$ cat src/design/fdr_pkg.sv
// fdr_pkg: shared widths, constants and register indexes for the fresnel reflectance unit
// no dependencies
package fdr_pkg;

  localparam int COS_W  = 16;
  localparam int ETA_W  = 15;
  localparam int REFL_W = 17;

  localparam logic signed [COS_W-1:0] ONE_Q14 = 16'sd16384;
  localparam logic [REFL_W-1:0] ONE_Q16 = 17'd65536;

  localparam logic [ETA_W-1:0] ETA_I_RESET = 15'd8192;
  localparam logic [ETA_W-1:0] ETA_T_RESET = 15'd12288;

  typedef enum logic [0:0] {
    REG_ETA_INCIDENT    = 1'b0,
    REG_ETA_TRANSMITTED = 1'b1
  } cfg_reg_t;

  // squared transmitted cosine divider, quotient reaches exactly one at normal incidence
  localparam int CT2_NUM_W = 58;
  localparam int CT2_DEN_W = 30;
  localparam int CT2_QUO_W = 29;
  // amplitude ratio dividers
  localparam int AMP_NUM_W = 49;
  localparam int AMP_DEN_W = 33;
  localparam int AMP_QUO_W = 17;
  // square root input, even width so the root holds one in Q.16
  localparam int SQRT_IN_W = 34;
  // side data carried alongside the squared cosine
  localparam int SIDE_W = 1 + 3 * ETA_W;

endpackage

$ cat src/design/fdr_sqrt.sv
// fdr_sqrt: pipelined floor square root, one result bit per stage
// needs fdr_pkg; input width must be even
module fdr_sqrt import fdr_pkg::*; #(
  parameter int IN_W  = SQRT_IN_W,
  parameter int TAG_W = SIDE_W
) (
  input  logic                clk,
  input  logic                rst,
  input  logic                en,
  input  logic                in_valid,
  input  logic [IN_W-1:0]     radicand,
  input  logic [TAG_W-1:0]    tag,
  output logic                out_valid,
  output logic [IN_W/2-1:0]   root,
  output logic [TAG_W-1:0]    out_tag
);

  localparam int OUT_W = IN_W / 2;
  localparam int W     = IN_W + 2;

  logic [W-1:0]     rem_src  [0:OUT_W-1];
  logic [OUT_W-1:0] res_src  [0:OUT_W-1];
  logic [TAG_W-1:0] tag_src  [0:OUT_W-1];
  logic             vld_src  [0:OUT_W-1];
  logic [W-1:0]     rem_next [0:OUT_W-1];
  logic [OUT_W-1:0] res_next [0:OUT_W-1];

  logic [W-1:0]     rem_r [0:OUT_W-1];
  logic [OUT_W-1:0] res_r [0:OUT_W-1];
  logic [TAG_W-1:0] tag_r [0:OUT_W-1];
  logic             vld_r [0:OUT_W-1];

  always_comb begin
    rem_src[0] = W'(radicand);
    res_src[0] = '0;
    tag_src[0] = tag;
    vld_src[0] = in_valid;
    for (int k = 1; k < OUT_W; k++) begin
      rem_src[k] = rem_r[k-1];
      res_src[k] = res_r[k-1];
      tag_src[k] = tag_r[k-1];
      vld_src[k] = vld_r[k-1];
    end
  end

  // (r + 2^b)^2 - r^2 = r*2^(b+1) + 2^(2b)
  always_comb begin
    logic [W-1:0] inc;
    inc = '0;
    for (int k = 0; k < OUT_W; k++) begin
      inc = (W'(res_src[k]) << (OUT_W - k)) | (W'(1) << (2 * (OUT_W - 1 - k)));
      if (rem_src[k] >= inc) begin
        rem_next[k] = rem_src[k] - inc;
        res_next[k] = res_src[k] | (OUT_W'(1) << (OUT_W - 1 - k));
      end else begin
        rem_next[k] = rem_src[k];
        res_next[k] = res_src[k];
      end
    end
  end

  always_ff @(posedge clk) begin
    if (rst) begin
      for (int k = 0; k < OUT_W; k++) vld_r[k] <= 1'b0;
    end else if (en) begin
      for (int k = 0; k < OUT_W; k++) vld_r[k] <= vld_src[k];
    end
  end

  always_ff @(posedge clk) begin
    if (en) begin
      for (int k = 0; k < OUT_W; k++) begin
        rem_r[k] <= rem_next[k];
        res_r[k] <= res_next[k];
        tag_r[k] <= tag_src[k];
      end
    end
  end

  assign out_valid = vld_r[OUT_W-1];
  assign root      = res_r[OUT_W-1];
  assign out_tag   = tag_r[OUT_W-1];

endmodule

$ cat config.mk
export PLATFORM = sky130hd
export DESIGN_NAME = fdr_sqrt
export DESIGN_NICKNAME = d
export VERILOG_FILES = /design/src/design/fdr_pkg.sv /design/src/design/fdr_sqrt.sv
export SDC_FILE = /design/constraint.sdc
export NUM_CORES = 1
export LEC_CHECK = 0
export ABC_AREA = 0
export ABC_CLOCK_PERIOD_IN_PS = 7000
export BUFFER_PORTS_ARGS = -buffer_cell sky130_fd_sc_hd__buf_2
export CORE_ASPECT_RATIO = 1.25
export CORE_MARGIN = 2
export CORE_UTILIZATION = 30
export CTS_CLUSTER_SIZE = 16
export DETAILED_ROUTE_END_ITERATION = 7
export MAX_ROUTING_LAYER = met4
export SYNTH_ARGS = -nofsm -noshare
export SYNTH_HDL_FRONTEND = slang
export SYNTH_SLANG_ARGS = --single-unit
$ cat constraint.sdc
create_clock -name clk -period 7 [get_ports clk]
set_clock_uncertainty 0.15 [all_clocks]
set_input_delay 1.4 -clock clk [delete_from_list [all_inputs] [get_ports clk]]
set_output_delay 1.4 -clock clk [all_outputs]
set_load 0.05 [all_outputs]
* Word level (Yosys, flattened, before mapping) *
Memories as Yosys holds them, arrays and structs flattened.
Cells that the tools add are included.
W data, S select, Z words.

operators by class
  add/subtract/negate cells = 17
  bitwise logic cells = 17
  magnitude comparators = 17
  mux-type cells = 57

operators by type and width
  operator          count
  $mux W36          17
  $ge A36 B18 Y1    1
  $ge A36 B19 Y1    1
  $ge A36 B20 Y1    1
  $ge A36 B21 Y1    1
  $ge A36 B22 Y1    1
  $ge A36 B23 Y1    1
  $ge A36 B24 Y1    1
  $ge A36 B25 Y1    1
  $ge A36 B26 Y1    1
  $ge A36 B27 Y1    1
  $ge A36 B28 Y1    1
  $ge A36 B29 Y1    1
  $ge A36 B30 Y1    1
  $ge A36 B31 Y1    1
  $ge A36 B32 Y1    1
  $ge A36 B33 Y1    1
  $sub A36 B18 Y36  1
  $sub A36 B19 Y36  1
  $sub A36 B20 Y36  1
  $sub A36 B21 Y36  1
  $sub A36 B22 Y36  1
  $sub A36 B23 Y36  1
  $sub A36 B24 Y36  1
  other kinds (29)  68

storage, ports and cells
  register bits = 0
  input bits = 84
  logic and storage cells = 112
  RAM bits = 1700
  output and inout port bits = 64
  memories kept = 4

memories
  memory  words  bits a word  rd ports  clocked after memory_dff  wr ports  line            RTL
  tag_r   17     46           17        0                         17        fdr_sqrt.sv:30  logic [TAG_W-1:0] tag_r [0:OUT_W-1];
  rem_r   17     36           16        0                         17        fdr_sqrt.sv:28  logic [W-1:0] rem_r [0:OUT_W-1];
  res_r   17     17           17        0                         17        fdr_sqrt.sv:29  logic [OUT_W-1:0] res_r [0:OUT_W-1];
  vld_r   17     1            17        0                         17        fdr_sqrt.sv:31  logic vld_r [0:OUT_W-1];

* Logic depth before layout (Yosys ltp) *
  word-level depth = 4
  mapped depth = 13
  depth with buffers taken out = 10

* Least setup slack after synthesis *
Ideal clock, no wire load.

  path kind = reg-to-reg
  from = memory rem_r[0][487] in the netlist's numbering
  to = memory rem_r[0][526] in the netlist's numbering (data pin)
  data required time = 6579 ps
  clock period less this slack = 3178 ps
  path buffers = 2
  arrival = 2757 ps
  setup time = 271 ps
  setup slack = 3822 ps
  stages on the path, launching flop included = 11
  path through = edfxtp_1 -> ha_1 -> or4_4 -> or4_1 -> buf_2 -> or3_1 -> or3_4 -> nor2_4 -> buf_6 -> nor4_1 -> xor2_1

RTL lines
  what             line
  start, declared  fdr_sqrt.sv:28

==> metrics.txt <==
setup TNS=0 ns; most common cell in the synthesized netlist=edfxtp_1; grt total ovfl=0; Clk Latency, worst-skew pair=0.77 ns; core area=196,100 um^2; Final HPWL DP=63,480 um; hold path cells=0; Leak=23.81 nW; pre-CTS setup slack=2.914 ns; Hold Path Sink=tag_r[0][193]$_DFFE_PP_; RSZ-0062 raised after global routing=no; drt first pass iters=5; Die W=400.8 um; setup bufs post-CTS=0; sequential share of power=0.535; Synth top cells by count=edfxtp_1 (1,527), inv_1 (211), ha_1 (166); R2R Path Start=rem_r[0][533]$_DFFE_PP_; Longest Clk Path Bufs=3; Worst-Margin Slew=1.278 ns; Clock Pin Slew Worst Setup and Hold Paths=0.06 ns; Worst R2R Path Depth=8; pwr dens=313.7 nW/um^2; gr usage total=0.09924; YS warnings=0; power share of the clock group=0.383; maximum vdd ir drop=0.2200 mV; final setup violation count=0; initial antenna violation count=1; Num CTS Buffers=163; post-CTS resize count=0; syn_nets=3,783; worst-path cell chain=or4_1, or3_1, nor4_1, and3_1, buf_4, inv_1, and4_1, xor2_1; Final Cell Area=67,810 um^2; number of synthesized flops with an enable pin=1,527; Placer Congestion=0.8722; Util after Layout=0.3459; first-pass GRT wire length=154,600 um; r2r endpoint=rem_r[0][571]$_DFFE_PP_; Routed Antenna Nets=0; routed length per placed instance=14.96 um; Post-CTS Hold Buffers=0; cells taking the most area after synthesis=edfxtp_1 (78%), ha_1 (3.5%), xnor2_1 (2.0%); DR iter-0 viols=1,570; NetSw=4.960 mW; Final Non-Filler Cells=6,478; final worst slack=2.954 ns; number of clock sinks=1,527; DP Area=62,720 um^2; worst hold start=tag_r[0][147]$_DFFE_PP_; cell taking the most area after synthesis=edfxtp_1; top_reg_cell synth=edfxtp_1; minimum clock period=4.046 ns; Yosys top cell area share=0.7766; post-synthesis async set-or-reset flop share=0; Gate Count Post-Synth=3,533; Vias/cell=4.360; Initial Util=0.3012; clock tree from TritonCTS=built; critical path fanouts, max=22; vias in the first global route=28,930; Crit Path Class=flop to flop; layout overhead on the synthesized area=14.84%; max-cap violations=0; drt total wl=96,910 um; top-level I/O count=148; Cell Area, Synth=59,050 um^2; Clk Tree Root Cell=clkbuf_16; crit start category=flop; row count=182; Peak Freq=0.2472 GHz; Int Pwr=16.31 mW; Pins Over Slew Limit=0; HP Class=flop to flop; Worst Path Arrival=4.43 ns; WP data required=7.38 ns; die height=500.0 um; period utilisation layout=0.5780; Yosys cell types=78; total power=21.27 mW; largest net degree at the start of global routing=181; final hold violation count=0; status=completed; Rel. slew slack=0.1407; switch share=0.2331; Port Buf Inserts=147; Residual DRC=0; #FFs+latches synth=1,527; share of cells above drive strength 1=0.1166; Final Hold Slack=0.2623 ns; CP peak stage delay=0.60 ns; DIE AREA=200,400 um^2; placed insts=6,186; combinational share of power=0.083; slowest cell on the critical path=or4_1; Final nets=4,025; Vias=28,240; Reg2Reg Setup Slack=2.95 ns; H-tree depth=4; Worst Setup End Kind=flop; sequential share of the synthesized area=0.7766; Avg Inst Size Synth=16.71 um^2
power groups by stage:
stage	combinational, mW	sequential, mW	clock [mW]
global route	1.98	11.5	8.82
finish	1.76	11.4	8.14
floorplan	1.24	11.4	0
CTS	1.77	11.4	8.47
detailed placement	1.76	11.6	0
global placement	1.73	11.5	0
cells in the final DEF (no fill, tap or decap), types with 28 or more instances in the layout:
cell type | Yosys | routed
nor2_1 | 162 | 162
edfxtp_1 | 1527 | 1527
a21o_1 | 36 | 36
nand3_1 | 45 | 45
clkinv_1 | 0 | 39
buf_2 | 6 | 146
o21ai_0 | 111 | 111
xor2_1 | 109 | 109
or3_1 | 40 | 40
ha_1 | 166 | 166
nand2b_1 | 30 | 30
clkbuf_1 | 34 | 30
nand2_1 | 141 | 141
o21a_1 | 47 | 47
mux2_2 | 28 | 28
clkbuf_16 | 0 | 163
nor4_1 | 89 | 89
xnor2_1 | 135 | 135
nor3_1 | 79 | 77
nand4_1 | 40 | 40
inv_1 | 211 | 211
a21oi_1 | 115 | 115
worst max path at each step:
stage	startpoint	end	slack (ns)	depth (start not counted)
final	rem_r[0][533]$_DFFE_PP_	rem_r[0][571]$_DFFE_PP_	2.95	8
after global routing	rem_r[0][533]$_DFFE_PP_	rem_r[0][571]$_DFFE_PP_	2.75	8
after CTS	rem_r[0][533]$_DFFE_PP_	rem_r[0][571]$_DFFE_PP_	2.91	8
after detailed placement	rem_r[0][533]$_DFFE_PP_	rem_r[0][571]$_DFFE_PP_	2.91	8
after global placement	rem_r[0][533]$_DFFE_PP_	rem_r[0][571]$_DFFE_PP_	2.94	8
after floorplan	rem_r[0][487]$_DFFE_PP_	rem_r[0][526]$_DFFE_PP_	3.82	10
per-layer routing:
layer / up-vias / share of wire / GRT usage
met5: - / 0 / -
met4: 0 / 0.051 / 0.05538
met3: 253 / 0.041 / 0.02203
met2: 566 / 0.49 / 0.1655
met1: 13440 / 0.42 / 0.1103
li1: 13990 / - / -
sequential cells by signal (all words and copies together) (netlist names):
name and cells:
rem_r 575, res_r 153, tag_r 782, vld_r 17
cell type report:
cell class	instances	area [um^2]
Tap cell	2576	3223
Multi-Input combinational cell	1704	11860
Clock buffer	193	4192
Fill cell	18490	128300
Clock inverter	98	897.1
Sequential cell	1527	45850
Inverter	212	795.8
Antenna cell	1	2.502
Timing Repair Buffer	167	988.4
logic make-up (layout without fill, tap and decap cells):
logic type	after synthesis	in the layout	synth area share
buf+inv	302	670	0.02276
simple gates	790	790	0.07190
other cells	1	2	0.00006351
mux	37	37	0.006887
xor+xnor	244	244	0.03619
compound gates	466	466	0.05045
fa+ha+maj	166	166	0.03518
flops	1527	1527	0.7766
critical path: cells and delay by family, from the launching register on:
family	cells	cell delay [ns]
simple gates	5	2.41
flops	1	0.42
xor+xnor	1	0.13
buf+inv	2	0.67
Note: power is estimated with default switching activity, not from simulation.
